## config.mk

```make
export PLATFORM = sky130hd
export DESIGN_NAME = cfpq_ram
export DESIGN_NICKNAME = d
export VERILOG_FILES = /design/src/rtl/cfpq_ram.sv
export SDC_FILE = /design/constraint.sdc
export NUM_CORES = 2
export LEC_CHECK = 0
export ABC_AREA = 0
export BUFFER_PORTS_ARGS = -buffer_cell sky130_fd_sc_hd__buf_4
export CAP_MARGIN = 15
export CORE_UTILIZATION = 52
export DETAILED_ROUTE_END_ITERATION = 8
export PLACE_DENSITY = 0.67
export SYNTH_ARGS = -nofsm -noshare
export SYNTH_HDL_FRONTEND = slang
export SYNTH_SLANG_ARGS = --single-unit
```

## constraint.sdc

```tcl
create_clock -name clock -period 3.95 [get_ports clock]
set_input_delay 0.79 -clock clock [delete_from_list [all_inputs] [get_ports clock]]
set_output_delay 0.79 -clock clock [all_outputs]
set_load 0.02 [all_outputs]
```

## src/rtl/cfpq_ram.sv

```systemverilog
// Generic simple dual-port RAM with one write port and a registered read port.
`default_nettype none

module cfpq_ram #(
   parameter int WIDTH = 8,
   parameter int DEPTH = 256
) (
   input  wire logic                     clock,
   input  wire logic                     wr_en,
   input  wire logic [$clog2(DEPTH)-1:0] wr_addr,
   input  wire logic [WIDTH-1:0]         wr_data,
   input  wire logic                     rd_en,
   input  wire logic [$clog2(DEPTH)-1:0] rd_addr,
   output logic      [WIDTH-1:0]         rd_data
);

   logic [WIDTH-1:0] mem_ff [DEPTH];

   always_ff @(posedge clock) begin
      if (wr_en) begin
         mem_ff[wr_addr] <= wr_data;
      end
      if (rd_en) begin
         rd_data <= mem_ff[rd_addr];
      end
   end

endmodule

`default_nettype wire

```

=== Yosys cells after proc, flatten, opt, wreduce, memory -nomap -nowiden ===
Memories as Yosys holds them, arrays and structs flattened. A register that Yosys moved wholly into a read port is not among the register bits.
Index checks and enable logic that the tools add are counted.

* Bits in writable memories: 2048
* Input bits: 27
* Logic and storage cells: 3
* Register bits: 0
* Output and inout port bits: 8
* Memories kept: 1

{| class="wikitable"
|+ Memories
! name !! words !! width !! rd ports !! clocked after Yosys merged registers in !! wr ports !! line !! RTL
|-
| mem_ff || 256 || 8 || 1 || 1 || 1 || 17 || <nowiki>logic [WIDTH-1:0] mem_ff [DEPTH];</nowiki>
|}

* Multiplexer cells: 2

{| class="wikitable"
|+ Operators by type and width
! kind !! number
|-
| 2-to-1 mux 1 bit || 2
|}

=== Longest topological paths before layout ===
* Depth after elaboration: 2
* Depth in mapped cells: 11
* Depth with buffers taken out: 6

=== Worst setup path after synthesis ===
Ideal clock, no wire load.

* Path kind: input to register
* Start point: in rd_addr[0]
* End point: reg rd_data[2], read port of mem_ff (data pin)
* Stages on the path: 9
* Slack: 1.084 ns
* Setup time: 0.269 ns
* Data required time: 3.681 ns
* Path buffers: 4
* Data arrival time: 2.597 ns
* Cells stage by stage: buf_6 -> buf_12 -> buf_8 -> buf_2 -> mux4_2 -> a22oi_1 -> a21oi_1 -> nor4_1 -> nor4_2

{| class="wikitable"
|+ RTL lines
! element !! line !! RTL
|-
| start, declared || 13 || <nowiki>input wire logic [$clog2(DEPTH)-1:0] rd_addr,</nowiki>
|-
| end, declared || 14 || <nowiki>output logic [WIDTH-1:0] rd_data</nowiki>
|}

==> results by stage <==
Run status:
- The flow ran to the end, and the final reports show no timing, DRC or antenna violations.

Timing:
- Of the available clock period, the critical path in the final layout requires 0.858.
- Headroom to the max-slew limit came out at 0.265.
- The peak clock frequency supported by timing is 295 MHz.
- The actual transition at the worst max-transition pin is 1.09 ns.
- Setup repair after global routing left no endpoint under its margin.
- The final number of setup-violating endpoints is 0.
- After layout, the minimum clock period comes to 3.39 ns.
- The setup TNS after final layout is 0 ns.
- The count of final max-slew check failures is 0.
- The count of endpoints failing hold in the final timing report is 0.
- The worst-case clock skew is 0.0315 ns.

Clock network:
- The sink count of the clock tree is 2056.
- The number of clock buffers added by TritonCTS is 201.
- The H-tree generated during clock tree synthesis spans 4 levels.
- The clock input transition at the sequential cells of the worst setup and hold paths is 0.06 ns.
- The hold buffer count at CTS is 0.
- The clock root buffer is sky130_fd_sc_hd__clkbuf_16.
- Buffers added to address setup during post-CTS repair amount to 0.
- The maximum count of clock buffers along a single path is 3.
- The insertion delay to the later sink of the worst-skew pair is 0.83 ns.
- The CTS tree is yes.
- Gates resized during post-CTS repair numbered 0.

Drt:
- The total via count in the routed design is 40100.
- The pre-antenna-repair detailed-routing pass consisted of 5 iterations.
- The detailed router finished its first iteration with 5287 violations.
- The residual DRC count is 0.
- The remaining antenna violation count is 0.
- The routed via count divided by cell count is 6.31.
- The final wirelength is 197000 um.
- The mean routed wirelength per cell is 31.0 um.

Die:
- The die height is 393 um.
- Row generation in the floorplan step produced 143 rows.
- The placeable core area is 152000 um^2.
- The die area is 155000 um^2.
- The boundary pin count is 35.
- The initial utilization of the core area, before any placement, comes to 0.524.
- The floorplan die width is 393 um.

Power and ir drop:
- The power density relative to cell area is 491 nW/um^2.
- Across the VDD grid, the largest voltage drop is 417 uV.
- The analysis attributes to cell leakage a power of 28.9 nW.

Yosys:
- After synthesis, the netlist uses 54 different library cells.
- The register bit count reported by yosys is 2056.
- In the synthesized netlist the dominant register cell turns out to be sky130_fd_sc_hd__edfxtp_1.
- The top cell type's share of synthesized area is 0.775.
- The cell area after synthesis is 79600 um^2.
- Ranked by total cell area, the synthesized netlist is headed by sky130_fd_sc_hd__edfxtp_1 78%, sky130_fd_sc_hd__mux4_2 13%, sky130_fd_sc_hd__mux2i_1 1.7%, sky130_fd_sc_hd__nor2_1 1.3%, sky130_fd_sc_hd__a22oi_1 1.3%.
- For this run, the number of Yosys warnings is 0.
- Counting every net in the synthesized netlist gives 3760.
- The biggest area contributor in the post-synthesis netlist is sky130_fd_sc_hd__edfxtp_1.
- The fraction of synthesis flops using an asynchronous set or reset pin is 0.
- The library cell with the highest instance count after synthesis is sky130_fd_sc_hd__edfxtp_1.
- Ranked by instance count, the synthesized netlist is headed by 2056 x sky130_fd_sc_hd__edfxtp_1, 454 x sky130_fd_sc_hd__mux4_2, 282 x sky130_fd_sc_hd__nor2_1.
- For this run, the register share of the synthesized area comes to 0.775.
- Averaged over all synthesized cells, the footprint is 21.3 um^2.
- Counting flops with a built-in enable in the synthesized netlist gives 2056.
- Synthesis handed over a netlist of 3733 instances.

Worst setup path:
- The slowest cell on the critical path is sky130_fd_sc_hd__nor3_1.
- The required arrival time at the worst endpoint is 4.48 ns.
- The worst setup path is of the in2reg kind.
- The critical-path maximum fanout is 16.
- The worst register-to-register path ends at rd_data[6].
- The most repeated library cell on the critical path is sky130_fd_sc_hd__buf_4.
- The maximum single-stage delay on the critical path is 0.91 ns.
- The family of cells with the greatest summed delay on the critical path is simple AND/OR/NAND/NOR gates.
- The length in cells of the worst reg-to-reg path is 6.
- The critical path contains buffers and inverters numbering 3 combined.
- STA classifies the critical path startpoint as a primary input.
- The worst setup path is captured at a register.
- The worst endpoint data arrival time is 3.92 ns.
- In this run the critical register-to-register path is launched from mem_ff[80][6].
- Across all register-to-register paths, the minimum setup slack is 0.93 ns.
- The critical path goes through buf_8 -> buf_4 -> buf_4 -> mux4_2 -> a22oi_1 -> a21oi_1 -> nor3_1 -> nor4_1.

Place:
- The placed cell count is 5993.
- The placer congestion estimate is 0.856.
- The count of input and output buffers is 34.
- The wire-length estimate of the detail-placed layout is 123000 um.
- Once placement finished, the instance area stood at 84800 um^2.

Layout:
- For this run, the number of standard cells in the final layout without fillers is 6362.
- For this run, the post-layout net count is 4194.
- The proportion of layout cells with a drive suffix above 1 is 0.281.
- The number of fill cells is 10600.
- The storage element area is 61700 um^2.
- The synthesis-to-finish area growth is 14.4%.
- Once layout is done, the placed cells without fillers occupy 91100 um^2.
- Summing all multi-input logic gate instances after layout gives 16500 um^2.

Global routing:
- The via count of the first global-routing pass is 40400.
- The wire length of the first global-routing pass is 286000 um.
- For this run, the total global-route usage over all layers was measured as 0.257.
- The maximum number of pins on one net before global-route repair is 145.
- The number of antenna violations at the first check in global routing is 12.
- The total overflow left after global routing is 0.

Hold path:
- The worst hold path begins at wr_data[6].
- Counting instances, the worst hold path has a depth of 1.
- The worst hold path terminates at mem_ff[224][6].
- The tightest min-delay check is of the in2reg type.

Run:
- The count of max-cap constraint violations is 0.
-- worst reg2reg max path: stages (launching register included) --
cell and delay, ns:
sky130_fd_sc_hd__edfxtp_1 0.37, sky130_fd_sc_hd__mux4_2 0.48, sky130_fd_sc_hd__a22o_1 0.28, sky130_fd_sc_hd__a221oi_2 0.46, sky130_fd_sc_hd__o32ai_2 0.17, sky130_fd_sc_hd__nor3_1 0.84
sky130_fd_sc_hd__nor4_2 0.13
-- layer usage --
| layer | GRT usage | up-vias | routed length [um] |
|---|---|---|---|
| met5 | 0 | - | 79 |
| met4 | 0.0823 | 12 | 5930 |
| met3 | 0.0520 | 330 | 19500 |
| met2 | 0.398 | 2044 | 94100 |
| met1 | 0.371 | 21200 | 77700 |
| li1 | - | 16600 | - |
-- per-stage QoR --
step                worst slack [ns]  total power, mW  hold slack, ns   util
floorplan                       1.08             25.7           0.864      -
global placement              -0.936             26.8            1.07  0.558
detailed placement            -0.408             26.9            1.08  0.558
CTS                            0.506             44.9           0.215  0.600
global route                   0.356             45.9           0.223  0.600
finish                         0.562             44.7           0.253  0.600
-- worst max path at each step --
stage / slack, ns / start / to / depth (start not counted)
finish: 0.56 / rd_addr[0] / rd_data[5] / 8
global placement: -0.94 / rd_addr[0] / rd_data[7] / 8
global route: 0.36 / rd_addr[0] / rd_data[5] / 8
CTS: 0.51 / rd_addr[0] / rd_data[3] / 8
floorplan: 1.08 / rd_addr[0] / rd_data[2] / 9
detailed placement: -0.41 / rd_addr[0] / rd_data[3] / 8
-- state kept, by name (all words and copies together) (netlist names) --
register  cells
mem_ff     2048
rd_data       8
-- area by class of cell --
class,count,area share
Clock inverter,117,0.0108
Multi-Input combinational cell,1442,0.181
Timing Repair Buffer,464,0.0446
Sequential cell,2056,0.678
Antenna cell,4,0.000110
Inverter,2,0.0000824
Clock buffer,247,0.0580
Tap cell,2030,0.0279
-- cells in the final DEF, fill, tap and decap left out, types with 10 or more instances in the layout --
| cell type | instances |
|---|---|
| sky130_fd_sc_hd__o211ai_1 | 10 |
| sky130_fd_sc_hd__nor2b_1 | 28 |
| sky130_fd_sc_hd__nor3_1 | 22 |
| sky130_fd_sc_hd__clkinv_1 | 48 |
| sky130_fd_sc_hd__o221ai_1 | 46 |
| sky130_fd_sc_hd__bufinv_16 | 12 |
| sky130_fd_sc_hd__a22oi_1 | 133 |
| sky130_fd_sc_hd__mux2i_1 | 134 |
| sky130_fd_sc_hd__o21ai_0 | 10 |
| sky130_fd_sc_hd__nor2_1 | 279 |
| sky130_fd_sc_hd__buf_12 | 41 |
| sky130_fd_sc_hd__clkbuf_16 | 205 |
| sky130_fd_sc_hd__clkinv_2 | 41 |
| sky130_fd_sc_hd__a211oi_1 | 16 |
| sky130_fd_sc_hd__mux4_2 | 454 |
| sky130_fd_sc_hd__nor4_1 | 21 |
| sky130_fd_sc_hd__o22ai_1 | 28 |
| sky130_fd_sc_hd__buf_4 | 411 |
| sky130_fd_sc_hd__a221oi_1 | 13 |
| sky130_fd_sc_hd__nand2_1 | 33 |
| sky130_fd_sc_hd__clkbuf_1 | 42 |
| sky130_fd_sc_hd__nand4_1 | 10 |
| sky130_fd_sc_hd__a21oi_1 | 96 |
| sky130_fd_sc_hd__nand3_1 | 34 |
| sky130_fd_sc_hd__edfxtp_1 | 2056 |
-- power by group --
group / switching, mW / internal [mW] / leakage, nW
sequential: 0.0357 / 24.1 / 18.5
combinational: 1.46 / 0.846 / 7.36
clock: 8.07 / 10.3 / 3.07
total: 9.56 / 35.2 / 28.9
-- cells by family after synthesis --
family | count (synthesis) | synth area share
AND/OR/NAND/NOR | 466 | 0.0263
flip-flops | 2056 | 0.775
AO/OA/AOI/OAI | 385 | 0.0342
buffers and inverters | 235 | 0.0183
multiplexers | 591 | 0.146
No activity file was read; power rests on OpenSTA's default activity.
