$ cat src/rtl/cfpq_pkg.sv
// Shared types and constants of the congestion feedback packet queue.
`default_nettype none

package cfpq_pkg;

   localparam int DEFAULT_QUEUE_DEPTH = 256;

   localparam int CSR_INDEX_W = 2;
   localparam logic [CSR_INDEX_W-1:0] CSR_CAPACITY  = 2'd0;
   localparam logic [CSR_INDEX_W-1:0] CSR_HIGH_MARK = 2'd1;
   localparam logic [CSR_INDEX_W-1:0] CSR_LOW_MARK  = 2'd2;

   localparam logic [7:0] CAPACITY_RESET  = 8'd255;
   localparam logic [7:0] HIGH_MARK_RESET = 8'd204;
   localparam logic [7:0] LOW_MARK_RESET  = 8'd63;

   localparam logic MODE_ARRIVAL = 1'b0;
   localparam logic MODE_DONE    = 1'b1;

   localparam logic [15:0] FEEDBACK_BYTES = 16'd20;

   typedef enum logic [1:0] {
      EV_DATA   = 2'd0,
      EV_SLOW   = 2'd1,
      EV_RESUME = 2'd2,
      EV_DROP   = 2'd3
   } cfpq_event_type;

   // one stored descriptor
   typedef struct packed {
      cfpq_event_type kind;
      logic [15:0]    tag;
      logic [15:0]    bytes;
   } cfpq_entry_type;

   typedef struct packed {
      cfpq_event_type event_res;
      logic [15:0]    out_tag;
      logic [15:0]    out_bytes;
      logic [8:0]     occupancy;
   } cfpq_result_type;

   typedef struct packed {
      logic [7:0] capacity;
      logic [7:0] high_mark;
      logic [7:0] low_mark;
   } cfpq_cfg_type;

endpackage

`default_nettype wire

$ cat src/rtl/cfpq_rsp_buf.sv
// Result output register with one skid entry behind it.
`default_nettype none

module cfpq_rsp_buf
   import cfpq_pkg::*;
(
   input  wire logic            clock,
   input  wire logic            reset,
   input  wire logic            res_valid,
   input  wire cfpq_result_type res,
   output logic                 hold_full,
   output logic                 rsp_valid,
   input  wire logic            rsp_ready,
   output cfpq_result_type      rsp
);

   logic            out_valid_ff;
   cfpq_result_type out_ff;
   logic            hold_valid_ff;
   cfpq_result_type hold_ff;
   logic            out_free;

   assign out_free  = !out_valid_ff || rsp_ready;
   assign hold_full = hold_valid_ff;
   assign rsp_valid = out_valid_ff;
   assign rsp       = out_ff;

   always_ff @(posedge clock) begin
      if (reset) begin
         out_valid_ff  <= 1'b0;
         hold_valid_ff <= 1'b0;
      end else if (out_free) begin
         if (hold_valid_ff) begin
            out_valid_ff  <= 1'b1;
            hold_valid_ff <= res_valid;
         end else begin
            out_valid_ff  <= res_valid;
         end
      end else if (res_valid) begin
         hold_valid_ff <= 1'b1;
      end

      // payload
      if (out_free) begin
         if (hold_valid_ff) begin
            out_ff  <= hold_ff;
            hold_ff <= res;
         end else begin
            out_ff <= res;
         end
      end else if (res_valid) begin
         hold_ff <= res;
      end
   end

endmodule

`default_nettype wire

$ cat config.mk
export PLATFORM = sky130hd
export DESIGN_NAME = cfpq_rsp_buf
export DESIGN_NICKNAME = d
export VERILOG_FILES = /design/src/rtl/cfpq_pkg.sv /design/src/rtl/cfpq_rsp_buf.sv
export SDC_FILE = /design/constraint.sdc
export NUM_CORES = 1
export LEC_CHECK = 0
export BUFFER_PORTS_ARGS = -buffer_cell sky130_fd_sc_hd__buf_2
export CAP_MARGIN = 20
export CORE_UTILIZATION = 40
export DETAILED_ROUTE_END_ITERATION = 10
export GPL_TIMING_DRIVEN = 1
export SLEW_MARGIN = 10
export SYNTH_ARGS = -nofsm -noshare
export SYNTH_HDL_FRONTEND = slang
export SYNTH_SLANG_ARGS = --single-unit
$ cat constraint.sdc
create_clock -name clock -period 3.8 [get_ports clock]
set_input_delay 1.14 -clock clock [delete_from_list [all_inputs] [get_ports clock]]
set_output_delay 1.14 -clock clock [all_outputs]
set_load 0.01 [all_outputs]
Word-level counts from Yosys, hierarchy flattened
Index checks and enable logic that the tools add are counted.
W data, S select, Z words.
Word-level totals
  flip-flop bits (word level): 88
  bits in read-only memories: 0
  logic and storage cells: 23
  bits in writable memories: 0
  bits in latches: 0
  output and inout bits: 45
  memories: 0
Operators by class
  multiply operators: 0
  shift operators: 0
  reduce and logical (&&, ||, !) cells: 4
  multiplexer cells: 8
  equality and inequality tests: 1
  div/mod/pow operators: 0
  bitwise logic cells: 0
  add/sub/neg operators: 0
  $lt $le $gt $ge: 0
Operator list (number)
  $mux W43: 4
  $mux W1: 4
  $ne A2 B2 Y1 const B: 1
  $reduce_and A2 Y1: 1
  $reduce_bool A2 Y1: 1
  $logic_not A1 Y1: 1
  $logic_or A1 B1 Y1: 1

Logic depth before layout (Yosys ltp)
Gate-level depths: netlist (run 1).
  word-level depth: 4
  gate-level depth with buffers: 4
  mapped depth without buffers: 4

Worst setup path before layout (run 1)
No wires, ideal clock.
  path kind: input port to flip-flop
  start point: in rsp_ready
  end point: reg hold_ff[0] (netlist name) (enable)
  setup time: 401 ps
  arrival time: 3154 ps
  stages on the path: 4
  data required time: 3399 ps
  path buffers: 0
  path slack: 245 ps
  cells stage by stage: nor2b_1 > inv_1 > nand2_1 > nand2_1
On the way
  word-level cells in the longest chain between the ends: 3
RTL lines
  from (decl): RTL line cfpq_rsp_buf.sv:13  | input wire logic rsp_ready,
  $logic_or A1 B1 Y1 (*): RTL line cfpq_rsp_buf.sv:23  | assign out_free = !out_valid_ff || rsp_ready;
  via out_free: RTL line cfpq_rsp_buf.sv:21  | logic out_free;
  $ne A2 B2 Y1 (no source line) or $reduce_bool A2 Y1 (tied branches)
  $reduce_and A2 Y1 (no source line) (*)
  to (signal assigned): RTL line cfpq_rsp_buf.sv:47  | hold_ff <= res;
  to (signal assigned): RTL line cfpq_rsp_buf.sv:52  | hold_ff <= res;
  to (decl): RTL line cfpq_rsp_buf.sv:20  | cfpq_result_type hold_ff;
Mark *: on every way through the listed nets, which the timed path passes. The rest lies on a longest branch.
A chain may end at the register's enable or synchronous reset.

Worst setup path in the final report (run 1)
  start point: in rsp_ready
  end point: reg hold_ff[1] (netlist name) (enable)
On the way
  word-level cells in the longest chain between the ends: 3
RTL lines (RTL line)
  $logic_or A1 B1 Y1 (*): cfpq_rsp_buf.sv:23
  $ne A2 B2 Y1 (no source line) or $reduce_bool A2 Y1 (tied branches)
  $reduce_and A2 Y1 (no source line) (*)
Mark *: on every way between the ends. The rest lies on a longest branch, timed or not.

==> impl_results.md, run 1 <==
* Flops & latches, synth at 88
* Period Utilization, post-route at 0.628
* Setup Buffers After CTS at 0
* Worst hold margin at 0.548 ns
* Initial antenna violation count at 0
* Synth Instances at 146
* Die Y at 92.8 um
* Transition time of the tightest slew-check pin at 0.661 ns
* R2R Setup Slk at 1.95 ns
* Clock power frac at 0.309
* # diodes at 0
* Remaining DRCs at 0
* Worst-path clk slew at 0.07 ns
* Iter 0 DRT Violations at 65
* Synth cell types at 12
* Post-Syn Nets at 193
* Max-cap violations at 0
* Die width at 92.8 um
* Skew final at 0.00421 ns
* CP Buf/Inv Count at 2
* Max FO, Critical Path at 28
* GPL Wtd Cong at 0.681
* Top-area cell type share of the netlist area at 0.783
* Die Footprint at 8610 um2
* H-tree levels at 3
* CP Capture Type: flip-flop
* Arr. time, crit path at 2.41 ns
* # IOs at 92
* Final min period at 2.39 ns
* Post-DRT Antenna Nets at 0
* Sw Share at 0.206
* Hold Path Depth at 1
* Status: finished clean
* Pleak at 1.58 nW
* Hold buffer count at cts at 0
* Sink Count at 88
* Slew Viols, Final at 0
* Final core occ at 0.514
* Clk_lat worst skew at 0.33 ns
* Synth area leaders: edfxtp_1 (78%), mux2_4 (12%), mux2_2 (5.8%)
* Drt pass-1 iters at 4
* Area of the multi-input gates at 624 um2
* Worst R2R Start: rsp_valid$_SDFFE_PP0P_
* Wirelength per Cell at 15.2 um
* CTS Buffer Depth at 2
* Vias in the first global route at 1673
* Final HPWL DP at 3610 um
* RSZ-0062 raised after global routing: no
* Core area at 7850 um2
* Sequential cell fraction of total power at 0.606
* Row count at 32
* Vias per inst at 4.59
* Post-Layout Cell Count at 351
* Leading area contributor after synthesis: edfxtp_1
* Starting Density at 0.420
* First-pass GRT wire length at 8470 um
* VDD IR max at 179 uV
* Final worst slack at 1.41 ns
* Final instance area at 4030 um2
* Syn-to-layout area delta at 22.2%
* Pint at 1.50 mW
* GRT overflow at 0
* Synthesized cell area at 3300 um2
* Clock Root Buffer: clkbuf_8
* Total track usage at 0.133
* Switching power at 0.391 mW
* CTS buffer count at 9
* Final hold vios at 0
* Startpoint types: input port
* Crit Path Category: input port to flip-flop
* CTS tree: built
* Required @ worst endpoint at 3.83 ns
* Largest net degree at the start of global routing at 45
* Sequential share of the synthesized area at 0.795
* Largest delay contributor family on the critical path: simple AND/OR/NAND/NOR gates
* Pre-CTS WS at 1.04 ns
* Crit-path cells: buf_2 > nor2b_1 > nand2_1 > nand2_2 > buf_4
* Via count at 1612
* CP max stage delay at 0.50 ns
* Hold WC Path Type: flip-flop to flip-flop
* Rel. slew slack at 0.558
* Hold_sp: hold_ff[0]$_DFFE_PP_
* FF+latch area at 2620 um2
* Maximum clock rate at 0.419 GHz
* Routed WL at 5350 um
* Placed cell area at 3860 um2
* Worst-case reg-to-reg path depth at 4
* Hold Path Sink: rsp[0]$_DFFE_PP_
* Filler cells at 678
* Tot Pwr at 1.90 mW
* Share of layout cells above drive strength 1 at 0.610
* I/O Buffers at 91
* Reg2reg end: hold_ff[1]$_DFFE_PP_
* Combinational share of power at 0.085
* Syn avg cell area at 22.6 um2
* Layout Nets at 293
* Power per cell area at 470 nW/um2
* Placed Cells at 337
* Setup tns final at 0 ns
* YS warnings at 0
* Slowest library cell on the worst path: nand2_2
* Setup Viol. Count Final at 0
* CTS resizes at 0
-- power by group through the flow --
stage / Clock [mW] / Sequential [mW] / Combinational [mW]
2_1_floorplan: 0 / 1.19 / 0.0639
3_3_place_gp: 0 / 1.17 / 0.163
3_5_place_dp: 0 / 1.17 / 0.165
4_1_cts: 0.610 / 1.15 / 0.166
5_1_grt: 0.636 / 1.15 / 0.177
6_report: 0.585 / 1.15 / 0.162
-- Yosys cell counts --
cell / instances
buf_2: 1
o21ai_1: 1
inv_1: 1
nand2_1: 4
mux2_2: 17
dfxtp_1: 2
mux2_4: 26
a21oi_1: 2
edfxtp_1: 86
nor2_1: 1
nor2b_1: 1
buf_6: 4
-- cells by family (layout without fill, tap and decap cells) --
| family | count (synthesis) | after routing | share of synthesized area |
|---|---|---|---|
| AND/OR/NAND/NOR | 6 | 6 | 0.00759 |
| multiplexers | 43 | 43 | 0.176 |
| flip-flops | 88 | 88 | 0.795 |
| AO/OA/AOI/OAI | 3 | 3 | 0.00455 |
| buffers and inverters | 6 | 109 | 0.0163 |
-- final cells by class --
type                       count  area share
sequential                    88       0.651
inverter                       1    0.000931
clock inverter                 5      0.0124
clock buffer                   9      0.0307
timing repair buffer          94       0.119
tap                          102      0.0317
multi-input combinational     52       0.155
-- metal layers --
layer  vias up  wire length [um]  share of wire  track usage
li1        767                 -              -            -
met1       781              2450           0.46        0.175
met2        53              2520           0.47        0.205
met3        11               277          0.052       0.0328
met4         0               108          0.020       0.0654
met5         -                 0              0            0
-- state kept, by name, summed over array words and instances, names as in the netlist --
name,count
rsp,43
rsp_valid,1
hold_full,1
hold_ff,43
-- worst max path at each step --
stage | startpoint | to | slack, ns | cells after the start
after floorplan | rsp_ready | hold_ff[0]$_DFFE_PP_ | 0.24 | 4
after global placement | rsp_ready | hold_ff[29]$_DFFE_PP_ | 1.08 | 5
after detailed placement | rsp_ready | hold_ff[24]$_DFFE_PP_ | 1.04 | 5
after CTS | rsp_ready | hold_ff[1]$_DFFE_PP_ | 1.40 | 5
after global routing | rsp_ready | hold_ff[0]$_DFFE_PP_ | 1.28 | 5
final | rsp_ready | hold_ff[1]$_DFFE_PP_ | 1.41 | 5
-- cells in the final DEF (no fill, tap or decap), drive strengths merged --
cell,synthesis,final
a21oi,2,2
nand2,4,4
o21ai,1,1
dfxtp,2,2
clkinv,0,3
nor2b,1,1
clkbuf,0,9
clkinvlp,0,1
mux2,43,43
buf,5,94
bufinv,0,1
inv,1,1
nor2,1,1
edfxtp,86,86
Note: power is estimated with default switching activity, not from simulation.
==> run 2: changes to the inputs <==
Settings changed: PLACE_DENSITY set to 0.66.
Clock period 3.8 ns to 2 ns, I/O delays scaled along.
==> run 2 against run 1 <==
Compared with the run above:
- largest cell class unchanged
- highest routed layer unchanged
- register-to-register slack got worse by 1.3 ns
- worst setup slack worse by 0.90 ns
- total power increased by 99%
- global-route usage is 0.55 points lower
- sequential power increased by 90%
- critical path type is now flip-flop to output pin
- cell area is 2.0% higher
- final cell count rose by 0.57%
- hold slack worse by 0.13 ns
- utilization is 1.1 points higher
==> impl_results.md, run 2 (synthesis gave the netlist of run 1 again) <==
* Final worst slack at 0.508 ns (-0.905 ns)
* # IOs at 92 (unchanged)
* Wirelength per Cell at 14.5 um (-4.6%)
* Die Y at 92.8 um (unchanged)
* Rel. slew slack at 0.615 (+0.0574)
* Remaining DRCs at 0 (unchanged)
* Crit Path Category: flip-flop to output pin
* Period Utilization, post-route at 0.746
* Row count at 32 (unchanged)
* Filler cells at 678 (unchanged)
* Via count at 1635 (+1.4%)
* CP Capture Type: output pin
* Tot Pwr at 3.77 mW (+99%)
* Routed WL at 5130 um (-4.1%)
* Setup Buffers After CTS at 0 (unchanged)
* Initial antenna violation count at 0 (unchanged)
* CP max stage delay at 0.40 ns (-0.10 ns)
* Starting Density at 0.420 (unchanged)
* Worst-path clk slew at 0.08 ns (about the same)
* Maximum clock rate at 0.670 GHz
* Most frequent cells in the layout: buf_2 (91), edfxtp_1 (86), mux2_4 (26)
* Clk_lat worst skew at 0.34 ns (about the same)
* R2R Setup Slk at 0.63 ns (-1.32 ns)
* First-pass GRT wire length at 8050 um (-4.9%)
* Final hold vios at 0 (unchanged)
* Hold buffer count at cts at 0 (unchanged)
* Die Footprint at 8610 um2 (unchanged)
* Max-cap violations at 0 (unchanged)
* GRT overflow at 0 (unchanged)
* Post-DRT Antenna Nets at 0 (unchanged)
* Final HPWL DP at 3440 um (-4.5%)
* CTS buffer count at 9 (unchanged)
* Largest delay contributor family on the critical path: flip-flops
* Clock Root Buffer: clkbuf_8
* Total track usage at 0.127 (-0.00547)
* # diodes at 0 (unchanged)
* GPL Wtd Cong at 0.670 (-1.6%)
* Die width at 92.8 um (unchanged)
* Vias per inst at 4.63 (+0.85%)
* Skew final at 0.00814 ns (+0.00393 ns)
* Transition time of the tightest slew-check pin at 0.577 ns (-0.0837 ns)
* CTS resizes at 0 (unchanged)
* Startpoint types: flip-flop
* Share of layout cells above drive strength 1 at 0.618 (+0.00709)
* RSZ-0062 raised after global routing: no
* Arr. time, crit path at 0.89 ns (-1.52 ns)
* Iter 0 DRT Violations at 54 (-17%)
* Most common cell after layout, fill and taps aside: buf_2
* H-tree levels at 3 (unchanged)
* Hold WC Path Type: input port to flip-flop
* Slew Viols, Final at 0 (unchanged)
* Final min period at 1.49 ns
* Setup Viol. Count Final at 0 (unchanged)
* Drt pass-1 iters at 4 (unchanged)
* Max FO, Critical Path at 1 (-96%)
* CP Buf/Inv Count at 1 (-1)
* I/O Buffers at 91 (unchanged)
* CTS tree: built
* Sink Count at 88 (unchanged)
* Slowest library cell on the worst path: edfxtp_1
* Core area at 7850 um2 (unchanged)
* Syn-to-layout area delta at 24.7%
* Pre-CTS WS at 0.273 ns (-0.770 ns)
* Layout Nets at 293 (unchanged)
* Vias in the first global route at 1639 (-2.0%)
* CTS Buffer Depth at 2 (unchanged)
* Status: finished clean
* Required @ worst endpoint at 1.40 ns (-2.43 ns)
* Pleak at 1.60 nW (+1.6%)
* VDD IR max at 480 uV (+170%)
* Crit-path cells: buf_2
* Power per cell area at 917 nW/um2 (+95%)
* Largest net degree at the start of global routing at 45 (unchanged)
[run 2: worst paths after layout]
path / start / endpoint / cells after the start
setup reg to reg: rsp_valid$_SDFFE_PP0P_ / rsp[4]$_DFFE_PP_ / 3
setup / recovery: rsp[3]$_DFFE_PP_ / rsp[3] / 1
hold reg to reg: hold_ff[1]$_DFFE_PP_ / rsp[1]$_DFFE_PP_ / 1
hold / removal: reset / hold_full$_SDFFE_PP0P_ / 2
[run 2: power by group]
| part | internal (mW) | switching (mW) |
|---|---|---|
| clock | 0.698 | 0.579 |
| sequential | 2.15 | 0.0282 |
| combinational | 0.158 | 0.156 |
[run 2: final cells by class]
class	count	area [um2]	area share
repair buffers	94	490	0.119
inverters	1	7.51	0.00182
clock inverters	6	83.8	0.0204
flip-flops and latches	88	2620	0.638
well taps	102	128	0.0310
clock buffers	10	128	0.0310
multi-input cells	52	653	0.159
[run 2: through the flow]
step                      instances  utilization  hold slack [ns]  TNS [ns]  instance area (um2)
after detailed placement        337        0.497            0.532         0                 3900
final                           353        0.524            0.422         0                 4110
after global placement          337        0.497            0.527         0                 3900
after floorplan                 146            -            0.523     -3.36                 3330
after global routing            353        0.524            0.408         0                 4110
after CTS                       353        0.524            0.405         0                 4110
[run 2: routing by layer]
metal  part of all wire  routed length, um  vias to the layer above  track usage
met2               0.48               2470                       58        0.201
met1               0.44               2280                      800        0.161
li1                   -                  -                      770            -
met5                  0                  0                        -            0
met4              0.012                 60                        0       0.0654
met3              0.062                320                        7       0.0345
