$ cat src/rtl/cfpq_pkg.sv
// Shared types and constants of the congestion feedback packet queue.
`default_nettype none

package cfpq_pkg;

   localparam int DEFAULT_QUEUE_DEPTH = 256;

   localparam int CSR_INDEX_W = 2;
   localparam logic [CSR_INDEX_W-1:0] CSR_CAPACITY  = 2'd0;
   localparam logic [CSR_INDEX_W-1:0] CSR_HIGH_MARK = 2'd1;
   localparam logic [CSR_INDEX_W-1:0] CSR_LOW_MARK  = 2'd2;

   localparam logic [7:0] CAPACITY_RESET  = 8'd255;
   localparam logic [7:0] HIGH_MARK_RESET = 8'd204;
   localparam logic [7:0] LOW_MARK_RESET  = 8'd63;

   localparam logic MODE_ARRIVAL = 1'b0;
   localparam logic MODE_DONE    = 1'b1;

   localparam logic [15:0] FEEDBACK_BYTES = 16'd20;

   typedef enum logic [1:0] {
      EV_DATA   = 2'd0,
      EV_SLOW   = 2'd1,
      EV_RESUME = 2'd2,
      EV_DROP   = 2'd3
   } cfpq_event_type;

   // one stored descriptor
   typedef struct packed {
      cfpq_event_type kind;
      logic [15:0]    tag;
      logic [15:0]    bytes;
   } cfpq_entry_type;

   typedef struct packed {
      cfpq_event_type event_res;
      logic [15:0]    out_tag;
      logic [15:0]    out_bytes;
      logic [8:0]     occupancy;
   } cfpq_result_type;

   typedef struct packed {
      logic [7:0] capacity;
      logic [7:0] high_mark;
      logic [7:0] low_mark;
   } cfpq_cfg_type;

endpackage

`default_nettype wire

$ cat src/rtl/cfpq_ctrl.sv
// Queue sequencer: head/count bookkeeping, feedback decision, RAM accesses.
`default_nettype none

module cfpq_ctrl
   import cfpq_pkg::*;
#(
   parameter int QUEUE_DEPTH = DEFAULT_QUEUE_DEPTH
) (
   input  wire logic                           clock,
   input  wire logic                           reset,
   input  wire cfpq_cfg_type                   cfg,
   input  wire logic                           req_valid,
   output logic                                req_ready,
   input  wire logic                           req_mode,
   input  wire logic [15:0]                    req_tag,
   input  wire logic [15:0]                    req_bytes,
   input  wire logic                           hold_full,
   output logic                                res_valid,
   output cfpq_result_type                     res,
   output logic                                ram_wr_en,
   output logic      [$clog2(QUEUE_DEPTH)-1:0] ram_wr_addr,
   output cfpq_entry_type                      ram_wr_data,
   output logic                                ram_rd_en,
   output logic      [$clog2(QUEUE_DEPTH)-1:0] ram_rd_addr,
   input  wire cfpq_entry_type                 ram_rd_data
);

   localparam int AW    = $clog2(QUEUE_DEPTH);
   localparam int CW    = $clog2(QUEUE_DEPTH + 1);
   localparam int CMP_W = (CW > 8) ? CW : 8;
   localparam logic [AW-1:0] LAST_ADDR = AW'(QUEUE_DEPTH - 1);
   localparam logic [AW:0]   DEPTH_X   = (AW + 1)'(QUEUE_DEPTH);
   localparam logic [CW-1:0] FULL_CNT  = CW'(QUEUE_DEPTH - 1);

   typedef enum logic [1:0] {
      ST_IDLE,
      ST_FB_WR,
      ST_RD
   } state_type;

   state_type      state_ff, state_in;
   logic [AW-1:0]  head_ff, head_in;
   logic [CW-1:0]  count_ff, count_in;
   logic           fb_active_ff, fb_active_in;
   logic           busy_ff, busy_in;
   logic [AW-1:0]  fb_addr_ff, fb_addr_in;
   cfpq_event_type fb_kind_ff, fb_kind_in;
   logic [8:0]     rd_occ_ff, rd_occ_in;

   logic [AW-1:0]  head_inc;
   logic [AW-1:0]  head_dec;
   logic [AW:0]    tail_sum;
   logic [AW-1:0]  tail_addr;
   logic [CMP_W-1:0] count_x;
   logic           drop;
   logic           fb_slow;
   logic           fb_resume;
   logic           fb_push;
   logic [CW-1:0]  count_push;
   logic           accept;

   assign head_inc  = (head_ff == LAST_ADDR) ? '0 : head_ff + AW'(1);
   assign head_dec  = (head_ff == '0) ? LAST_ADDR : head_ff - AW'(1);
   assign tail_sum  = {1'b0, head_ff} + (AW + 1)'(count_ff);
   assign tail_addr = (tail_sum >= DEPTH_X) ? AW'(tail_sum - DEPTH_X) : tail_sum[AW-1:0];

   assign count_x   = CMP_W'(count_ff);
   assign drop      = (count_x >= CMP_W'(cfg.capacity)) || (count_ff >= FULL_CNT);
   assign fb_slow   = (count_x >= CMP_W'(cfg.high_mark)) && !fb_active_ff;
   assign fb_resume = !fb_slow && (count_x < CMP_W'(cfg.low_mark)) && fb_active_ff;
   assign fb_push   = fb_slow || fb_resume;
   assign count_push = count_ff + CW'(fb_push) + CW'(1);

   assign req_ready = (state_ff == ST_IDLE) && !hold_full;
   assign accept    = req_valid && req_ready;

   always_comb begin
      state_in     = state_ff;
      head_in      = head_ff;
      count_in     = count_ff;
      fb_active_in = fb_active_ff;
      busy_in      = busy_ff;
      fb_addr_in   = fb_addr_ff;
      fb_kind_in   = fb_kind_ff;
      rd_occ_in    = rd_occ_ff;

      ram_wr_en   = 1'b0;
      ram_wr_addr = tail_addr;
      ram_wr_data = '{kind: EV_DATA, tag: req_tag, bytes: req_bytes};
      ram_rd_en   = 1'b0;
      ram_rd_addr = head_ff;

      res_valid = 1'b0;
      res       = '{event_res: EV_DATA, out_tag: req_tag, out_bytes: req_bytes,
                    occupancy: 9'(count_ff)};

      case (state_ff)
         ST_IDLE: begin
            if (accept) begin
               if (req_mode == MODE_DONE) begin
                  if (count_ff == '0) begin
                     busy_in = 1'b0;
                  end else begin
                     ram_rd_en = 1'b1;
                     head_in   = head_inc;
                     count_in  = count_ff - CW'(1);
                     rd_occ_in = 9'(count_ff - CW'(1));
                     busy_in   = 1'b1;
                     state_in  = ST_RD;
                  end
               end else if (drop) begin
                  res_valid     = 1'b1;
                  res.event_res = EV_DROP;
               end else begin
                  if (fb_slow) begin
                     fb_active_in = 1'b1;
                  end else if (fb_resume) begin
                     fb_active_in = 1'b0;
                  end
                  fb_kind_in = fb_slow ? EV_SLOW : EV_RESUME;
                  ram_wr_en  = 1'b1;
                  if (!busy_ff) begin
                     // idle server: pop the new head at once
                     busy_in  = 1'b1;
                     count_in = count_push - CW'(1);
                     if (fb_push) begin
                        // feedback goes out immediately, no need to store it
                        res_valid = 1'b1;
                        res = '{event_res: fb_kind_in, out_tag: '0,
                                out_bytes: FEEDBACK_BYTES,
                                occupancy: 9'(count_push - CW'(1))};
                     end else if (count_ff == '0) begin
                        res_valid = 1'b1;
                        head_in   = head_inc;
                     end else begin
                        ram_rd_en = 1'b1;
                        head_in   = head_inc;
                        rd_occ_in = 9'(count_ff);
                        state_in  = ST_RD;
                     end
                  end else begin
                     count_in = count_push;
                     if (fb_push) begin
                        head_in    = head_dec;
                        fb_addr_in = head_dec;
                        state_in   = ST_FB_WR;
                     end
                  end
               end
            end
         end
         ST_FB_WR: begin
            ram_wr_en   = 1'b1;
            ram_wr_addr = fb_addr_ff;
            ram_wr_data = '{kind: fb_kind_ff, tag: '0, bytes: FEEDBACK_BYTES};
            state_in    = ST_IDLE;
         end
         ST_RD: begin
            res_valid = 1'b1;
            res = '{event_res: ram_rd_data.kind, out_tag: ram_rd_data.tag,
                    out_bytes: ram_rd_data.bytes, occupancy: rd_occ_ff};
            state_in  = ST_IDLE;
         end
         default: begin
            state_in = ST_IDLE;
         end
      endcase
   end

   always_ff @(posedge clock) begin
      if (reset) begin
         state_ff     <= ST_IDLE;
         head_ff      <= '0;
         count_ff     <= '0;
         fb_active_ff <= 1'b0;
         busy_ff      <= 1'b0;
      end else begin
         state_ff     <= state_in;
         head_ff      <= head_in;
         count_ff     <= count_in;
         fb_active_ff <= fb_active_in;
         busy_ff      <= busy_in;
      end
      fb_addr_ff <= fb_addr_in;
      fb_kind_ff <= fb_kind_in;
      rd_occ_ff  <= rd_occ_in;
   end

endmodule

`default_nettype wire

$ cat config.mk
export PLATFORM = sky130hd
export DESIGN_NAME = cfpq_ctrl
export DESIGN_NICKNAME = d
export VERILOG_FILES = /design/src/rtl/cfpq_pkg.sv /design/src/rtl/cfpq_ctrl.sv
export SDC_FILE = /design/constraint.sdc
export NUM_CORES = 1
export LEC_CHECK = 0
export ABC_AREA = 1
export BUFFER_PORTS_ARGS = -buffer_cell sky130_fd_sc_hd__buf_2
export CAP_MARGIN = 20
export CORE_MARGIN = 2
export CORE_UTILIZATION = 46
export CTS_CLUSTER_SIZE = 8
export DETAILED_ROUTE_END_ITERATION = 7
export GPL_ROUTABILITY_DRIVEN = 0
export PLACE_DENSITY_LB_ADDON = 0.1
export SYNTH_ARGS = -nofsm -noshare
export SYNTH_HDL_FRONTEND = slang
export SYNTH_SLANG_ARGS = --single-unit
$ cat constraint.sdc
create_clock -name clock -period 3.22 [get_ports clock]
set_clock_uncertainty 0.2 [all_clocks]
set_input_delay 0.161 -clock clock [delete_from_list [all_inputs] [get_ports clock]]
set_output_delay 0.161 -clock clock [all_outputs]
set_load 0.02 [all_outputs]
# Yosys cells after proc, flatten, opt, wreduce, memory -nomap -nowiden
# Cells that the tools add are included.
# totals
register_bits,40
latch_bits,0
ramBits,0
romBits,0
out_inout_bits,97
elab_cells,113
mem_count,0
# classes
add_sub_neg,8
n_mul,0
div_mod_pow,0
order_cmp,5
eq_ne,9
shifts,0
n_mux,56
n_bitwise,4
reduce_logical,23
# op_table
operator,count
$mux 43,4
$pmux 43 s2,1
$mux 9,9
$mux 8,10
$mux 41,1
$mux 34,1
$mux 1,20
$ge 9x8->1,2
$reduce_and 6->1,3
$sub 9x1->9 const B,2
$mux 2,8
$sub 8x1->8 const B,2
$reduce_and 4->1,3
$add 8x9->9,1
$add 9x1->9,1
$add 9x1->9 const B,1
$ge 9x8->1 const B,1
$ge 9x9->1 const B,1
$logic_not 9->1,1
$lt 9x8->1,1
$add 8x1->8 const B,1
$eq 8x8->1 const B,1
$logic_not 8->1,1
$ne 2x2->1 const B,4
14 further kinds,25

# Longest topological paths before layout
# Gate-level depths: netlist of the first run.
# logic_depth
depth_word,15
depth_mapped,26
depth_no_buf,26

# Worst setup path after synthesis of the first run
# Ideal clock, no wire load.
# synth_path
path_kind,reg2out
start,reg count_ff[0]
end,out res[8] in the netlist's numbering
arrival_ps,3094
required_time_ps,2859
slack_ps,-235
stages_incl_launch_ff,27
path_buffers,0
path_cell_list,dfxtp_1 > inv_1 > ha_1 > inv_1 > nand2_1 > nand2_1 > nand2_1 > nand2_1 > nand2_1 > nand2_1 > nand3_1 > nand2_1 > ha_1 > inv_1 > ha_1 > inv_1 > ha_1 > inv_1 > nor2_1 > nand3_1 > nor2_1 > nand2_1 > nand2_1 > nand2_1 > nand3_1 > nand3_1 > nand2_1
# synth_lines
element,line_no,text
start: declaration,cfpq_ctrl.sv:43,"logic [CW-1:0] count_ff, count_in;"
start signal: assignment,cfpq_ctrl.sv:180,count_ff <= count_in;
end: declaration,cfpq_ctrl.sv:19,"output cfpq_result_type res,"

==> results of run 1 <==
-- cell type report --
class                      count  area, sq um
clock buffer                   6         72.6
clock inverter                 2         35.0
fill                        1032         3690
inverter                     136          518
multi-input combinational    663         3790
sequential                    40         1010
tap                          140          175
timing repair buffer         248         1450
-- per-stage QoR --
step	utilization [%]	hold WS, ns	total power [mW]
3_5_place_dp	58.6	0.237	2.74
4_1_cts	61.8	0.126	3.37
2_1_floorplan	-	0.0227	2.06
5_1_grt	65.6	0.156	3.94
3_3_place_gp	58.6	0.237	2.73
6_report	65.6	0.131	3.68
-- worst max-delay path, stage by stage (launching register included) --
cell and delay, ns:
dfxtp_4 0.37, ha_4 0.16, or2_2 0.28, a21oi_2 0.13, nand3_2 0.11, nand2_2 0.08, nand2_2 0.08, ha_4 0.17
inv_4 0.06, ha_4 0.13, inv_1 0.04, nand2_1 0.06, nand2_2 0.10, nor2_4 0.13, nand3_4 0.14, nor2_4 0.15
nand2_2 0.06, nand2_2 0.07, nand2_2 0.06, nand3_2 0.07, nand3_2 0.06, nand2_2 0.08, buf_6 0.11
-- cell usage after synthesis (all sizes together) --
library cell	instances	area (sq um)
xor2	10	87.6
nor3	12	65.1
clkinv	2	7.51
ha	38	475
a21oi	38	194
buf	16	103
a21boi	1	7.51
nand3b	1	7.51
edfxtp	19	571
clkbuf	18	68.8
nor2	102	415
fa	1	20.0
o21a	1	7.51
o31ai	3	22.5
o221ai	1	8.76
nand2	252	958
nand4	11	75.1
xnor2	2	17.5
dfxtp	21	420
nand3	133	676
a22oi	1	7.51
o21ai	46	230
or2	4	25.0
o211ai	2	15.0
inv	134	503
o21bai	4	30.0
-- cell usage in the layout (no fill, tap or decap), drive strengths merged, types with 4 or more instances in the layout --
cell type  instances
a21oi             38
buf              247
clkbuf             6
dfxtp             21
edfxtp            19
ha                38
inv              134
nand2            252
nand3            133
nand4             11
nor2             102
nor3              12
o21ai             46
o21bai             4
or2                4
xor2              10
-- kinds of logic (layout without fill, tap and decap cells) --
logic type / after synthesis / count (layout) / synth area share (%)
compound gates: 97 / 97 / 10.4
xor+xnor: 12 / 12 / 2.09
fa+ha+maj: 39 / 39 / 9.87
buf+inv: 170 / 392 / 13.6
flops: 40 / 40 / 19.7
simple gates: 515 / 515 / 44.3
-- how the worst max path moves through the flow --
| stage | cells past startpoint | start | end | slack (ns) |
|---|---|---|---|---|
| floorplan | 26 | count_ff[0]$_SDFFE_PP0P_ | res[8] | 0.008 |
| global placement | 22 | count_ff[6]$_SDFFE_PP0P_ | res[8] | -0.08 |
| detailed placement | 22 | count_ff[6]$_SDFFE_PP0P_ | res[8] | -0.16 |
| CTS | 23 | count_ff[6]$_SDFFE_PP0P_ | res[8] | -0.19 |
| global route | 21 | count_ff[7]$_SDFFE_PP0P_ | res[6] | -0.30 |
| finish | 22 | count_ff[7]$_SDFFE_PP0P_ | res[7] | -0.14 |
-- flip-flops by register name, indices dropped and copies added, names as in the netlist --
name          flops
fb_active_ff      1
state_ff          2
fb_addr_ff        8
ram_rd_addr       8
busy_ff           1
rd_occ_ff         9
count_ff          9
fb_kind_ff        2
-- per-layer routing --
| layer | share of wire (%) | routed length (um) | vias to the layer above | GRT usage, % |
|---|---|---|---|---|
| met3 | 8.3 | 1500 | 60 | 4.82 |
| met1 | 41 | 7440 | 2926 | 36.9 |
| met2 | 47 | 8570 | 304 | 48.8 |
| met5 | 0 | 0 | - | 0 |
| met4 | 3.4 | 617 | 0 | 11.4 |
| li1 | - | - | 3240 | - |
-- what timing repair did --
item                       4_1_cts  5_1_grt
pin swaps                       25       39
gates resized for setup         38       84
setup buffers                   13        9
setup endpoints to repair        9       46
hold endpoints to repair         3        0
hold buffers                     1        0
gates cloned                     0        0
-- report_power, final --
group          internal [mW]  switching (mW)  leakage [nW]
combinational          0.990            1.54          3.42
clock                  0.230           0.191        0.0552
sequential             0.631          0.0925         0.347
total                   1.85            1.83          3.82
==> results.md, run 1 <==
* Initial DRC count at roughly 560
* Critical Path RT at ~2.9 ns
* Synthesized area per cell at 5.75 sq um
* Ratio of final minimum period to clock period at 104%
* Endpoints failing hold at 0
* Tmin final at around 3.4 ns
* Post-route setup slack at -0.140 ns
* Post-Synthesis Cells at about 870
* Status: finished, violations left
* Final Max Slew Viols at 0
* Share of cells above drive strength 1 at about 33%
* CP Launch Type: flop
* Via Count at between 6,000 and 7,000
* Std-Cell Core Area at 0.0107 sq mm
* Max cap viols at 0
* Drt pass-1 iters at 7
* Reg clk slew, reported paths at 0.09 ns
* Register area share after synthesis at 19.7%
* Wire length per cell at approximately 15 um
* Distinct cell type count of the synthesized netlist at 41
* H-tree depth at 2
* Fmax at between 0.2 and 0.3 GHz
* P&R area growth vs syn at 40.5%
* Total CTS buffers at 5
* Antenna violations before repair at 0
* Chip Height at between 100 and 150 um
* Max FO, Critical Path at 4
* Final nets at between 1,000 and 1,500
* Initial core utilization at between 40% and 50%
* Slew Limit Headroom at about two thirds
* Global-route wire length before repair at 27,400 um
* Worst vdd ir at roughly 0.33 mV
* CP Capture Type: primary output
* # IOs at roughly 190
* Post-synthesis cell area at around 0.0050 sq mm
* Worst slack, placed at -0.158 ns
* GRT overflow at 0
* Vias in the first global route at approximately 5,700
* Final Cell Area at between 0.007 and 0.008 sq mm
* Critical path class: flop to primary output
* Unrepaired setup endpoints after global routing: true
* Final Non-Filler Cells at ~1,200
* DRT Wirelength at roughly 18,000 um
* Horiz. Die Dim at 108 um
* Worst EP arrival at about 3.0 ns
* CTS root buf: clkbuf_8
* Clock latency on the worst-skew pair at around 0.3 ns
* DIE AREA at roughly 0.012 sq mm
* CTS Sinks at 40
* Slew @ Worst Pin at around 0.48 ns
* Area of placed instances at between 0.006 and 0.007 sq mm
* DP Cell Count at 1,208
* Worst min path class: input port to flop
* CTS max path bufs at 2
* FF-to-FF setup slack at roughly 0.06 ns
* Leakage at roughly 3.8 nW
* Hold path cells at 2
* Power Dens Cells at about 520 mW/mm^2
* Post-route ant nets at 0
* HPWL after DPL at approximately 13,000 um
* Vias per cell at 5.29
* WHS Endpoint: rd_occ_ff[2]$_DFFE_PP_
* CTS tree: done
* Antenna Cells at 0
* Failing checks: negative setup slack
* Setup tns final at -0.715 ns
* Reg-to-reg critical path startpoint: count_ff[7]$_SDFFE_PP0P_
* Final setup fails at 7
* PortBufs at roughly 190
* Ys Warns at 0
* Yosys reg bits at 40
* Worst Hold Launch: req_mode
* Net Count, Synth at just over 1,000
* GRT Total Usage at approximately 29%
* # DRC at 0
* Largest net degree at the start of global routing at a little over 40
* Reg-to-reg endpoint: count_ff[4]$_SDFFE_PP0P_
* Row Count at 38
* Depth of the worst register-to-register path at 22
(Power assumes the default switching activity.)
==> inputs of run 2 (changes only) <==
- CORE_ASPECT_RATIO: not set -> 0.75
- HOLD_SLACK_MARGIN: not set -> 0.05
- RECOVER_POWER: not set -> 25
==> run 2 against run 1 <==
The run still ends with negative setup slack left. Utilization rose by 3.8 points. Register-to-register slack got worse by 0.20 ns. Wire length is 7.6% higher. Worst setup slack worse by 0.040 ns. Highest routed layer unchanged. Final cell count up 0.16%. Largest cell class unchanged. Via count rose by 1.9%. Largest power group unchanged. Clock power is 67% higher. Non-clock buffer count up 4. Sequential power is 0.6% lower. Critical path depth is 3 higher. Cell area is 2.9% higher.
==> results.md, run 2 (synthesis results as in run 1) <==
* Status: finished, violations left
* Failing checks: negative setup slack
* Worst EP arrival at 3.04 ns
* Share of cells above drive strength 1 at 34.3%
* Critical path class: flop to primary output
* P&R area growth vs syn at 44.6%
* Row Count at 32
* Endpoints failing hold at 0
* HPWL after DPL at between 10,000 and 15,000 um
* DIE AREA at roughly 0.012 sq mm
* Slew @ Worst Pin at 0.627 ns
* Initial DRC count at around 560
* # IOs at roughly 190
* Cell family with most CP delay: simple AND/OR/NAND/NOR gates
* Wire length per cell at between 15 and 20 um
* Most frequent cells in the layout: nand2_1, buf_2, inv_1, nand3_1, nor2_1
* Total CTS buffers at 5
* Internal power at approximately 2.1 mW
* Largest registers: count_ff x9, rd_occ_ff x9
* Initial core utilization at 48.0%
* Drt pass-1 iters at 5
* Global-route wire length before repair at ~29,000 um
* Final setup fails at 16
* CP Launch Type: flop
* Chip Height at roughly 94 um
* Ratio of final minimum period to clock period at 106%
* Reg clk slew, reported paths at around 0.06 ns
* Leakage at about 3.9 nW
* Fillers at 922
* Unrepaired setup endpoints after global routing: true
* Critical Path RT at approximately 2.9 ns
* Vias in the first global route at approximately 5,700
* Via Count at around 6,700
* WP buf/inv at 7
* Logic gate share of total power at between 60% and 70%
* Post-route setup slack at -0.180 ns
* CP Capture Type: primary output
* Std-Cell Core Area at 0.0105 sq mm
* Tmin final at approximately 3.4 ns
* Power Dens Cells at around 550 mW/mm^2
* Post-route ant nets at 0
* Delay of the slowest critical-path stage at between 0.3 and 0.4 ns
* Max cap viols at 0
* Final nets at around 1,200
* Max FO, Critical Path at 3
* CTS Sinks at 40
* Antenna Cells at 0
* Hold slack at between 0.15 and 0.2 ns
* Sw frac at 47.9%
* Horiz. Die Dim at 125 um
* # DRC at 0
* Worst min path class: input port to flop
* Clock latency on the worst-skew pair at 0.28 ns
* DRT Wirelength at just under 20,000 um
* Worst vdd ir at approximately 0.30 mV
* Slowest cell on the critical path: dfxtp_4
* Fmax at between 0.2 and 0.3 GHz
* CTS root buf: clkbuf_16
* Largest net degree at the start of global routing at between 40 and 50
* CTS tree: done
* GRT overflow at 0
* Final Max Slew Viols at 0
* Reported net switching power at 1.92 mW
* Most used cell along the critical path: nand2_2
* Vias per cell at about 5.4
* H-tree depth at 2
* Antenna violations before repair at 0
* CTS max path bufs at 2
* Leading cell type in the layout, fill and taps excluded: nand2_1
* GRT Total Usage at a little under a third
* Part of the power in registers at 17.9%
* Slew Limit Headroom at between 50 and 60%
* PortBufs at roughly 190
* Worst slack, placed at -0.111 ns
* Clock Power Share at between 10% and 20%
==> run 2: changes by cell type in the layout (fill, tap and decap cells not counted), moves of 3 or more <==
cell       delta
buf_2         -9
buf_4         +4
clkbuf_8      -5
a21oi_1       -7
nand3_2       +6
a21oi_2       +7
inv_1         -3
clkbuf_16     +6
nand3_1       -6
clkbuf_1      +8
==> run 2: stage by stage <==
step | total power [mW] | utilization, % | area [sq um] | TNS [ns] | instances
3_3_place_gp | 2.72 | 59.8 | 6250 | -0.0430 | 1199
5_1_grt | 4.25 | 69.5 | 7260 | -4.57 | 1237
4_1_cts | 3.62 | 65.1 | 6800 | -1.80 | 1224
3_5_place_dp | 2.73 | 59.8 | 6250 | -0.179 | 1199
6_report | 4.00 | 69.5 | 7260 | -1.91 | 1237
2_1_floorplan | 2.06 | - | 5040 | 0 | 873
==> run 2: worst register-to-register path: cells and delay by family (launching register included) <==
family,cells,cell delay (ns)
and+or+nand+nor,7,0.74
DFF,1,0.37
buffers and inverters,13,1.51
AOI/OAI and AO/OA,1,0.18
adders and majority gates,1,0.27
==> run 2: cell type report <==
class / instances / area [sq um] / share of cell area, %
Clock inverter: 2 / 60.1 / 0.827
Multi-Input combinational cell: 665 / 3870 / 53.4
Tap cell: 136 / 170 / 2.34
Sequential cell: 40 / 1010 / 13.9
Clock buffer: 6 / 150 / 2.07
Inverter: 136 / 522 / 7.19
Timing Repair Buffer: 252 / 1470 / 20.3
==> run 2: timing repair <==
| action | in CTS | in global routing |
|---|---|---|
| buffers inserted | 16 | 13 |
| resized for setup | 49 | 89 |
| hold endpoints to repair | 3 | 0 |
| endpoints found under the setup margin | 10 | 55 |
| pin swaps | 26 | 56 |
| cloned | 0 | 2 |
| hold buffers | 1 | 0 |
==> run 2: worst paths after layout <==
path	from	endpoint	slack (ns)	cells past startpoint
max reg2reg	count_ff[7]$_SDFFE_PP0P_	ram_rd_addr[4]$_SDFFE_PP0P_	-0.14	22
max	count_ff[2]$_SDFFE_PP0P_	res[4]	-0.18	25
min reg2reg	busy_ff$_SDFFE_PP0P_	busy_ff$_SDFFE_PP0P_	0.39	2
min	req_valid	state_ff[1]$_SDFFE_PP0P_	0.16	5
==> run 2: per-layer routing <==
| layer | global-route usage [%] | up-vias | part of all wire (%) |
|---|---|---|---|
| li1 | - | 3255 | - |
| met1 | 41.8 | 2979 | 43 |
| met4 | 8.24 | 0 | 3.2 |
| met3 | 5.44 | 58 | 8.9 |
| met5 | 0 | - | 0 |
| met2 | 50.1 | 359 | 45 |
==> run 2: power by group through the flow <==
stage	Combinational, mW	Sequential [mW]	Clock [mW]
final	2.58	0.719	0.706
after floorplan	1.33	0.727	0
after CTS	2.21	0.706	0.705
after detailed placement	2.02	0.714	0
after global routing	2.80	0.728	0.721
after global placement	2.01	0.713	0
==> inputs of run 3 (changes only) <==
- PLACE_DENSITY: not set -> 0.8
- PLACE_DENSITY_LB_ADDON: 0.1 -> not set
- REMOVE_ABC_BUFFERS: not set -> 1
==> run 3 against run 2 <==
Critical path type unchanged. Die area did not move. Count of clock-buffer cells in the layout unchanged. The run ends with design-rule violations, negative setup slack left. Highest routed layer unchanged. Largest power group unchanged. Non-clock buffer count decreased by 6.
==> results.md, run 3 (synthesis results as in run 1) <==
* Leakage at 3.81 nW
* Drt pass-1 iters at 8
* Largest net degree at the start of global routing at 41
* Max FO, Critical Path at 4
* Vias in the first global route at about 5,700
* CTS root buf: clkbuf_16
* Util after Layout at 67.6%
* Total CTS buffers at 5
* Unrepaired setup endpoints after global routing: true
* Fmax at approximately 0.27 GHz
* Antenna Cells at 0
* Largest registers: count_ff x9, rd_occ_ff x9
* Std-Cell Core Area at between 0.01 and 0.015 sq mm
* CTS tree: done
* Hold slack at between 0.15 and 0.2 ns
* Antenna violations before repair at 0
* Tmin final at ~3.7 ns
* P&R area growth vs syn at 40.7%
* Row Count at 32
* Final Max Slew Viols at 0
* Reg clk slew, reported paths at about 0.060 ns
* CP Launch Type: flop
* Slew @ Worst Pin at 0.731 ns
* Post-route ant nets at 0
* GRT Total Usage at 29.3%
* Initial core utilization at 48.0%
* Ratio of final minimum period to clock period at 114%
* Area of placed instances at approximately 0.0063 sq mm
* Endpoints failing hold at 0
* Post-route setup slack at -0.438 ns
* Failing checks: design-rule violations, negative setup slack
* Slowest cell on the critical path: dfxtp_4
* Setup crit start: count_ff[2]$_SDFFE_PP0P_
* Critical path class: flop to primary output
* Status: finished, violations left
* WHS Endpoint: rd_occ_ff[1]$_DFFE_PP_
* Global-route wire length before repair at between 20,000 and 30,000 um
* Delay of the slowest critical-path stage at about 0.37 ns
* Via Count at between 6,000 and 7,000
* Hold path cells at 2
* Clock latency on the worst-skew pair at about 0.30 ns
* CP Capture Type: primary output
* Final Cell Area at 0.00706 sq mm
* Depth of the worst register-to-register path at 25
* Leading cell type in the layout, fill and taps excluded: nand2_1
* Reg-to-reg critical path startpoint: count_ff[2]$_SDFFE_PP0P_
* H-tree depth at 2
* # IOs at approximately 190
* CTS Sinks at 40
* Most frequent cells in the layout: nand2_1, buf_2, nand3_1, inv_1, nor2_1
* Initial DRC count at between 700 and 800
* Worst min path class: input port to flop
* Worst vdd ir at 0.479 mV
* Worst EP arrival at 3.30 ns
* Critical Path RT at around 2.9 ns
* HPWL after DPL at 13,100 um
* Final setup fails at 10
* Wire length per cell at between 15 and 20 um
* GRT overflow at 0
* Slew Limit Headroom at ~51%
* Worst Hold Launch: req_mode
* CTS max path bufs at 2
* DRT Wirelength at a little under 20,000 um
* Reg-to-reg endpoint: count_ff[6]$_SDFFE_PP0P_
* Share of cells above drive strength 1 at 31.3%
* Power Dens Cells at around 540 mW/mm^2
* Setup tns final at -2.33 ns
* Max cap viols at 0
* Most used cell along the critical path: nand2_1
* Horiz. Die Dim at 125 um
* CP cell instances: ha_4 > nand2_1 > nand2_1 > nand2_1 > nand2_1 > nand2_1 > nand3_2 > nand2_2 > nand2_4 > ha_4 > inv_4 > ha_4 > inv_4 > ha_4 > inv_4 > nor2_4 > buf_4 > buf_6 > buf_6 > nor2_4 > nand3_2 > nand3_2 > nand2_2 > buf_6
* # DRC at 17
* DIE AREA at approximately 0.012 sq mm
* FF-to-FF setup slack at -0.08 ns
* Fillers at approximately 940
* Vias per cell at approximately 5.5
* Chip Height at around 94 um
* PortBufs at roughly 190
* Final nets at 1,226
==> run 3: cell types whose count changed in the layout (fill, tap and decap cells not counted), sizes merged <==
cell / change
buf: -7
bufinv: -2
clkbuf: +1
clkinv: +1
clkinvlp: +1
nand2: -2
==> run 3: final cells by class <==
cell class              count  area (sq um)  share of cell area (%)
clock inverters             2          17.5                   0.248
multi-input cells         663          3750                    53.0
clock buffers               6           150                    2.13
well taps                 136           170                    2.41
inverters                 136           526                    7.44
flip-flops and latches     40          1010                    14.3
repair buffers            246          1450                    20.5
==> run 3: repair_timing <==
action / 4_1_cts / 5_1_grt
gates cloned: 0 / 1
hold endpoints to repair: 5 / 0
pin swaps: 32 / 41
gates resized for setup: 60 / 64
setup buffers: 8 / 9
setup endpoints to repair: 12 / 56
hold buffers: 1 / 0
==> run 3: where the power goes <==
group | internal [mW] | switching (mW) | total [mW]
registers | 0.631 | 0.0872 | 0.718
logic | 0.963 | 1.59 | 2.55
clock network | 0.338 | 0.233 | 0.570
==> run 3: metrics by stage <==
step | cells | power, mW | worst slack (ns)
final | 1229 | 3.84 | -0.438
after global placement | 1204 | 2.72 | -0.154
after detailed placement | 1204 | 2.75 | -0.232
after floorplan | 839 | 2.00 | -0.660
after CTS | 1220 | 3.52 | -0.163
after global routing | 1229 | 4.06 | -0.493
==> run 3: layer usage <==
layer	part of all wire [%]	up-vias	wire length (um)	global-route usage [%]
met5	0	-	0	0
met4	2.9	0	570	7.68
met2	46	434	9080	48.8
met3	10	81	2000	5.61
met1	41	3027	8000	39.3
li1	-	3239	-	-
==> run 3: worst max-delay path by stage <==
stage	end	cells after the start
after floorplan	ram_wr_data[32]	4
after global placement	res[8]	21
after detailed placement	res[8]	22
after CTS	res[8]	23
after global routing	res[2]	24
final	res[2]	24
==> run 3: worst max-delay path, delay by kind of cell, from the launching register on <==
kind                     cells  cell delay, ns
adder cells (fa/ha/maj)      4            0.85
buffers and inverters        7            0.62
flip-flops                   1            0.37
AND/OR/NAND/NOR             13            1.15
